**config.mk**
```make
export PLATFORM = sky130hd
export DESIGN_NAME = glos_walk
export DESIGN_NICKNAME = d
export VERILOG_FILES = /design/src/rtl/glos_pkg.sv /design/src/rtl/glos_walk.sv
export VERILOG_INCLUDE_DIRS = /design/src /design/src/rtl
export SDC_FILE = /design/constraint.sdc
export NUM_CORES = 1
export LEC_CHECK = 0
export BUFFER_PORTS_ARGS = -buffer_cell sky130_fd_sc_hd__buf_2
export CORE_UTILIZATION = 25
export CTS_BUF_LIST = sky130_fd_sc_hd__clkbuf_16
export DETAILED_ROUTE_END_ITERATION = 12
export GPL_TIMING_DRIVEN = 0
export PLACE_DENSITY_LB_ADDON = 0.25
export SLEW_MARGIN = 20
export SYNTH_ARGS = -nofsm -noshare
export SYNTH_HDL_FRONTEND = slang
export SYNTH_SLANG_ARGS = --single-unit
```
**constraint.sdc**
```tcl
create_clock -name aclk -period 8.9 [get_ports aclk]
set_input_delay 0.445 -clock aclk [delete_from_list [all_inputs] [get_ports aclk]]
set_output_delay 0.445 -clock aclk [all_outputs]
set_load 0.01 [all_outputs]
```
**src/rtl/assert_macros.svh**
```systemverilog
// Assertion macros shared by the line-of-sight RTL.
`ifndef ASSERT_MACROS_SVH
`define ASSERT_MACROS_SVH

`ifndef SYNTHESIS

// Same-cycle implication, held off during reset.
`define ASSERT_IMPLY(lbl, clk, rstn, ante, cons, msg) \
    lbl: assert property (@(posedge clk) disable iff (!rstn) (ante) |-> (cons)) \
        else $error(msg);

// Next-cycle implication, held off during reset.
`define ASSERT_NEXT(lbl, clk, rstn, ante, cons, msg) \
    lbl: assert property (@(posedge clk) disable iff (!rstn) (ante) |=> (cons)) \
        else $error(msg);

`else

`define ASSERT_IMPLY(lbl, clk, rstn, ante, cons, msg)
`define ASSERT_NEXT(lbl, clk, rstn, ante, cons, msg)

`endif

`endif

```
**src/rtl/glos_pkg.sv**
```systemverilog
// Shared types and constants for the grid line-of-sight block.
package glos_pkg;

    localparam int DEF_MAX_WIDTH  = 64;
    localparam int DEF_MAX_HEIGHT = 64;

    localparam int COORD_W   = 6;   // cell coordinate on the ports
    localparam int GRID_W    = 7;   // grid size registers
    localparam int POS_W     = 7;   // walk position registers
    localparam int ERR_W     = 10;  // doubled Bresenham error, signed
    localparam int CFG_IDX_W = 1;
    localparam int S_TDATA_W = 32;
    localparam int M_TDATA_W = 8;

    localparam logic [CFG_IDX_W-1:0] REG_GRID_WIDTH  = 1'b0;
    localparam logic [CFG_IDX_W-1:0] REG_GRID_HEIGHT = 1'b1;

    localparam logic [GRID_W-1:0] GRID_SIZE_RESET = 7'd64;

    localparam logic KIND_WRITE = 1'b0;
    localparam logic KIND_QUERY = 1'b1;

    localparam logic STATUS_DONE    = 1'b0;
    localparam logic STATUS_OUTSIDE = 1'b1;

    typedef struct packed {
        logic               outside;
        logic [COORD_W-1:0] sx;
        logic [COORD_W-1:0] sy;
        logic [COORD_W-1:0] gx;
        logic [COORD_W-1:0] gy;
    } glos_query_t;

    typedef struct packed {
        logic visible;
        logic status;
    } glos_result_t;

endpackage

```
**src/rtl/glos_walk.sv**
```systemverilog
// Bresenham walk sequencer around one shared error adder.
`include "assert_macros.svh"

module glos_walk
    import glos_pkg::*;
(
    input  logic               aclk,
    input  logic               aresetn,
    input  logic               start,
    input  glos_query_t        query,
    input  logic               rd_bit,
    output logic [COORD_W-1:0] rd_x,
    output logic [COORD_W-1:0] rd_y,
    output logic               idle,
    output logic               res_valid,
    output glos_result_t       res,
    input  logic               res_take
);

    typedef enum logic [2:0] {
        S_IDLE,
        S_ISSUE,
        S_CHECK,
        S_CHECK2,
        S_DONE
    } walk_state_t;

    walk_state_t              state_reg, state_next;
    logic [POS_W-1:0]         major_reg, major_next;
    logic [POS_W-1:0]         minor_reg, minor_next;
    logic [POS_W-1:0]         end_reg, end_next;
    logic [COORD_W-1:0]       dx_reg, dx_next;
    logic [COORD_W-1:0]       dy_reg, dy_next;
    logic                     steep_reg, steep_next;
    logic                     up_reg, up_next;
    logic signed [ERR_W-1:0]  err_reg, err_next;
    glos_result_t             res_reg, res_next;

    // setup terms
    logic [COORD_W-1:0] adx, ady, a0, b0, a1, b1, sa0, sb0, sa1, sb1;
    logic               steep, swap;

    // shared error unit
    logic signed [ERR_W-1:0] operand, err_sum, neg_dy;

    always_comb begin
        adx   = (query.sx > query.gx) ? query.sx - query.gx : query.gx - query.sx;
        ady   = (query.sy > query.gy) ? query.sy - query.gy : query.gy - query.sy;
        steep = ady > adx;
        a0    = steep ? query.sy : query.sx;
        b0    = steep ? query.sx : query.sy;
        a1    = steep ? query.gy : query.gx;
        b1    = steep ? query.gx : query.gy;
        swap  = a0 > a1;
        sa0   = swap ? a1 : a0;
        sb0   = swap ? b1 : b0;
        sa1   = swap ? a0 : a1;
        sb1   = swap ? b0 : b1;
    end

    assign neg_dy  = -$signed(ERR_W'(dy_reg));
    assign operand = (state_reg == S_CHECK2) ? $signed(ERR_W'({dx_reg, 1'b0}))
                                             : -$signed(ERR_W'({dy_reg, 1'b0}));
    assign err_sum = err_reg + operand;

    always_comb begin
        state_next = state_reg;
        major_next = major_reg;
        minor_next = minor_reg;
        end_next   = end_reg;
        dx_next    = dx_reg;
        dy_next    = dy_reg;
        steep_next = steep_reg;
        up_next    = up_reg;
        err_next   = err_reg;
        res_next   = res_reg;
        case (state_reg)
            S_IDLE: begin
                if (start) begin
                    if (query.outside) begin
                        res_next.visible = 1'b0;
                        res_next.status  = STATUS_OUTSIDE;
                        state_next       = S_DONE;
                    end else begin
                        major_next = POS_W'(sa0);
                        minor_next = POS_W'(sb0);
                        end_next   = POS_W'(sa1);
                        dx_next    = sa1 - sa0;
                        dy_next    = steep ? adx : ady;
                        steep_next = steep;
                        up_next    = sb0 < sb1;
                        err_next   = $signed(ERR_W'(sa1 - sa0));
                        state_next = S_ISSUE;
                    end
                end
            end
            S_ISSUE: begin
                state_next = S_CHECK;
            end
            S_CHECK: begin
                if (rd_bit) begin
                    res_next.visible = 1'b0;
                    res_next.status  = STATUS_DONE;
                    state_next       = S_DONE;
                end else begin
                    err_next = err_sum;
                    if (err_sum < neg_dy) begin
                        minor_next = up_reg ? minor_reg + 1'b1 : minor_reg - 1'b1;
                        state_next = S_CHECK2;
                    end else if (major_reg == end_reg) begin
                        res_next.visible = 1'b1;
                        res_next.status  = STATUS_DONE;
                        state_next       = S_DONE;
                    end else begin
                        major_next = major_reg + 1'b1;
                    end
                end
            end
            S_CHECK2: begin
                if (rd_bit) begin
                    res_next.visible = 1'b0;
                    res_next.status  = STATUS_DONE;
                    state_next       = S_DONE;
                end else begin
                    err_next = err_sum;
                    if (major_reg == end_reg) begin
                        res_next.visible = 1'b1;
                        res_next.status  = STATUS_DONE;
                        state_next       = S_DONE;
                    end else begin
                        major_next = major_reg + 1'b1;
                        state_next = S_CHECK;
                    end
                end
            end
            S_DONE: begin
                if (res_take) begin
                    state_next = S_IDLE;
                end
            end
            default: begin
                state_next = S_IDLE;
            end
        endcase
    end

    always_ff @(posedge aclk) begin
        if (!aresetn) begin
            state_reg <= S_IDLE;
        end else begin
            state_reg <= state_next;
        end
        major_reg <= major_next;
        minor_reg <= minor_next;
        end_reg   <= end_next;
        dx_reg    <= dx_next;
        dy_reg    <= dy_next;
        steep_reg <= steep_next;
        up_reg    <= up_next;
        err_reg   <= err_next;
        res_reg   <= res_next;
    end

    // Present the cell of the next check so its map bit is ready the cycle after.
    assign rd_x = steep_next ? COORD_W'(minor_next) : COORD_W'(major_next);
    assign rd_y = steep_next ? COORD_W'(major_next) : COORD_W'(minor_next);

    assign idle      = (state_reg == S_IDLE);
    assign res_valid = (state_reg == S_DONE);
    assign res       = res_reg;

    `ASSERT_IMPLY(a_err_floor, aclk, aresetn, state_reg == S_CHECK, err_reg >= neg_dy,
        "walk error below -dy at a major step")
    `ASSERT_IMPLY(a_major_in_span, aclk, aresetn,
        (state_reg == S_CHECK) || (state_reg == S_CHECK2), major_reg <= end_reg,
        "walk ran past the end of the line")
    `ASSERT_NEXT(a_single_minor_step, aclk, aresetn, state_reg == S_CHECK2,
        state_reg != S_CHECK2, "two minor steps at one major position")
    `ASSERT_IMPLY(a_outside_blocked, aclk, aresetn,
        res_valid && (res.status == STATUS_OUTSIDE), !res.visible,
        "outside query reported visible")

endmodule

```
==> reports/metrics.yaml <==
power:
  total_power_w: 0.00257
  p_leak_nw: 2.88
  irDropWorstVdd_mv: 0.122
  power_density_nw_per_um2: 402
timing:
  slew_viol_final: 0
  slew_headroom_pct: 46.1
  hold_violations: 0
  skew_ns: 0.0140
  worst_slew_pin_slew_ns: 0.808
  worst_slack_ns: 0.890
  fin_crit_sh_pct: 90.0
  rsz0062_at_grt: "no"
  min_period_ns: 8.01
  max_freq_mhz: 125
  setup_violations: 0
  setup-tns-final_ns: 0
synthesis:
  synth-edff-count: 32
  avgSynthCellArea_um2: 8.52
  synth_cells: 664
  syn-num-nets: 763
  synth-seq-cells: 48
  async_flop_share_pct: 0
  synth_area_um2: 5650
  ys.flop_type: "edfxtp_1"
  seq_area_frac_synth_pct: 22.7
  ys_types: 76
  yosys_warnings: 0
routing:
  drc: 1
  vias: 4999
  viasPerCell: 5.01
  wire_per_inst_um: 16.4
  ant_nets: 0
  drtIter0Drc: 256
  drt_pre_antenna_iters: 9
  totalWireLength_um: 16400
clock_network:
  clkLatencyLatePin_ns: 0.30
  clockBufferDepth: 2
  clkSinkCount: 48
  holdBufCountCts: 0
  postCtsSetupBuffers: 0
  root_buffer: "clkbuf_16"
  cts_tree: "built"
  clk_pin_slew_ns: 0.07
  cts_resized: 0
  cts_made_buffers: 5
  htree_levels: 2
floorplan:
  dieArea_um2: 23200
  core_area_um2: 22000
  die_w_um: 152
  start_util_pct: 25.7
  boundaryPins: 46
  num_rows: 54
  die_h_um: 152
grt:
  met2_usage_pct: 23.5
  antenna_found_initial: 0
  grt_first_pass_wirelength_um: 26700
  grt.busiest_layer: "met2"
  first_global_vias: 4894
  grtUsageMet3_pct: 1.79
  grt_max_degree: 20
  grt_usage_pct: 14.3
  grt_use_met1_pct: 19.9
  overflow: 0
worst_setup_path:
  critPathKind: "in2out"
  cp.required_ns: 8.46
  cp-start-kind: "input port"
  cp.arrival_ns: 7.56
  cp_slowest_stage_delay_ns: 0.58
  cp_common_cell: "buf_2"
  worst_r2r_path_depth: 26
  critPathMaxFanout: 10
  worstSetupEndpointType: "output pin"
  cpMaxStageDelayCell: "mux4_2"
worst_hold_path:
  hold_path.class: "in2reg"
  hold_path_depth: 3
outcome:
  status: "complete, but fails checks"
  violations: "DRC"
flow_run:
  maxCapViolCount: 0
layout:
  final_core_util_pct: 29.1
  multi_input_area_um2: 3990
  layout-drive-gt1-share_pct: 14.1
  largest_register_ffs: 10
  num_antenna_cells: 0
  register_area_um2: 1280
  n_fill_cell: 2389
  syn2layout_area_growth_pct: 13.3
  nNetsFinal: 816
place:
  routabilityCongestion: 0.825
  dp_hpwl_um: 13600
  portBuffers: 45
  place_worst_setup_slack_ns: 0.559
## power breakdown
part	internal, W	total (W)	switching, W
clock network	0.000132	0.000222	0.0000900
logic	0.000797	0.00191	0.00111
registers	0.000390	0.000441	0.0000509
## through the flow
stage	hold WS, ns	area [um^2]	instances
5_1_grt	0.427	6400	998
2_1_floorplan	0.468	5650	664
3_3_place_gp	0.529	6230	989
6_report	0.416	6400	998
4_1_cts	0.413	6400	998
3_5_place_dp	0.530	6240	990
## routing by layer
metal | up-vias | share of wire (%)
li1 | 2502 | -
met5 | - | 0
met3 | 14 | 4.7
met1 | 2367 | 49
met2 | 116 | 45
met4 | 0 | 1.4
## synth_stat cells, drive strengths merged (3+ instances only)
| master | count | area (um^2) |
|---|---|---|
| mux2 | 12 | 139 |
| a21oi | 46 | 238 |
| nand2b | 9 | 56.3 |
| a221oi | 3 | 32.5 |
| xnor2 | 17 | 149 |
| o2bb2ai | 3 | 26.3 |
| clkbuf | 13 | 48.8 |
| o22ai | 6 | 37.5 |
| and3 | 7 | 53.8 |
| nor3 | 9 | 50.1 |
| ha | 63 | 788 |
| buf | 13 | 91.3 |
| and2 | 7 | 43.8 |
| or3 | 4 | 25.0 |
| mux4 | 4 | 90.1 |
| a211oi | 3 | 22.5 |
| o221ai | 4 | 41.3 |
| o21ai | 30 | 161 |
| mux2i | 37 | 374 |
| nand3 | 17 | 85.1 |
| fa | 6 | 120 |
| nand2 | 77 | 289 |
| and4 | 5 | 46.3 |
| o21bai | 7 | 52.6 |
| o21a | 5 | 37.5 |
| edfxtp | 32 | 961 |
| a21boi | 3 | 22.5 |
| o31ai | 5 | 37.5 |
| o211ai | 9 | 67.6 |
| a21o | 23 | 173 |
| nor2b | 10 | 70.1 |
| a31oi | 8 | 80.1 |
| xor2 | 18 | 158 |
| a221o | 3 | 30.0 |
| nor2 | 36 | 138 |
| a32oi | 3 | 26.3 |
| dfxtp | 16 | 320 |
| inv | 65 | 244 |
## area by class of cell
| cell class | count | share of cell area (%) |
|---|---|---|
| Timing Repair Buffer | 46 | 3.63 |
| Multi-Input combinational cell | 525 | 62.3 |
| Clock inverter | 3 | 0.645 |
| Inverter | 65 | 3.81 |
| Buffer | 26 | 2.19 |
| Clock buffer | 5 | 1.95 |
| Tap cell | 280 | 5.47 |
| Sequential cell | 48 | 20.0 |
## cells by family (layout without fill, tap and decap cells)
logic type               after synthesis  after routing  share of synthesized area, %
buffers and inverters                 91            145                          6.79
flip-flops                            48             48                          22.7
AO/OA/AOI/OAI                        175            175                          21.7
XOR/XNOR                              35             35                          5.42
adder cells (fa/ha/maj)               69             69                          16.1
AND/OR/NAND/NOR                      193            193                          16.7
multiplexers                          53             53                          10.7
## path summary, 6_finish.rpt
| kind | start | endpoint | slack, ns |
|---|---|---|---|
| worst max-delay path | query[12] | rd_x[1] | 0.89 |
| worst min-delay path | aresetn | state_reg[1] | 0.42 |
| worst max register to register | state_reg[1] | minor_reg[3] | 3.07 |
| worst min register to register | minor_reg[3] | minor_reg[3] | 0.55 |
## placed cells by master (no fill, tap or decap), types with 3 or more instances in the layout
| master | Yosys | routed |
|---|---|---|
| a211oi_1 | 3 | 3 |
| a21o_1 | 23 | 23 |
| a21oi_1 | 44 | 44 |
| a221o_1 | 3 | 3 |
| a31oi_1 | 6 | 6 |
| a32oi_1 | 3 | 3 |
| and2_1 | 7 | 7 |
| and3_1 | 5 | 5 |
| and4_1 | 4 | 4 |
| buf_2 | 9 | 54 |
| clkbuf_1 | 13 | 13 |
| clkbuf_16 | 0 | 5 |
| dfxtp_1 | 16 | 16 |
| edfxtp_1 | 32 | 32 |
| fa_1 | 6 | 6 |
| ha_1 | 63 | 63 |
| inv_1 | 64 | 64 |
| mux2_2 | 10 | 10 |
| mux2i_1 | 36 | 36 |
| mux4_2 | 4 | 4 |
| nand2_1 | 77 | 77 |
| nand2b_1 | 9 | 9 |
| nand3_1 | 17 | 17 |
| nor2_1 | 35 | 35 |
| nor2b_1 | 9 | 9 |
| nor3_1 | 8 | 8 |
| o211ai_1 | 9 | 9 |
| o21a_1 | 5 | 5 |
| o21ai_0 | 26 | 25 |
| o21ai_2 | 3 | 3 |
| o21bai_1 | 7 | 7 |
| o221ai_1 | 3 | 3 |
| o22ai_1 | 6 | 6 |
| o2bb2ai_1 | 3 | 3 |
| o31ai_1 | 5 | 5 |
| or3_1 | 4 | 4 |
| xnor2_1 | 17 | 17 |
| xor2_1 | 18 | 18 |
## worst max-delay path, delay by kind of cell
kind / cells / cell delay (ns)
fa+ha+maj: 4 / 1.25
buf+inv: 8 / 1.30
xor+xnor: 1 / 0.22
simple gates: 7 / 1.19
mux: 3 / 1.26
compound gates: 9 / 1.90
(Power assumes the default switching activity.)
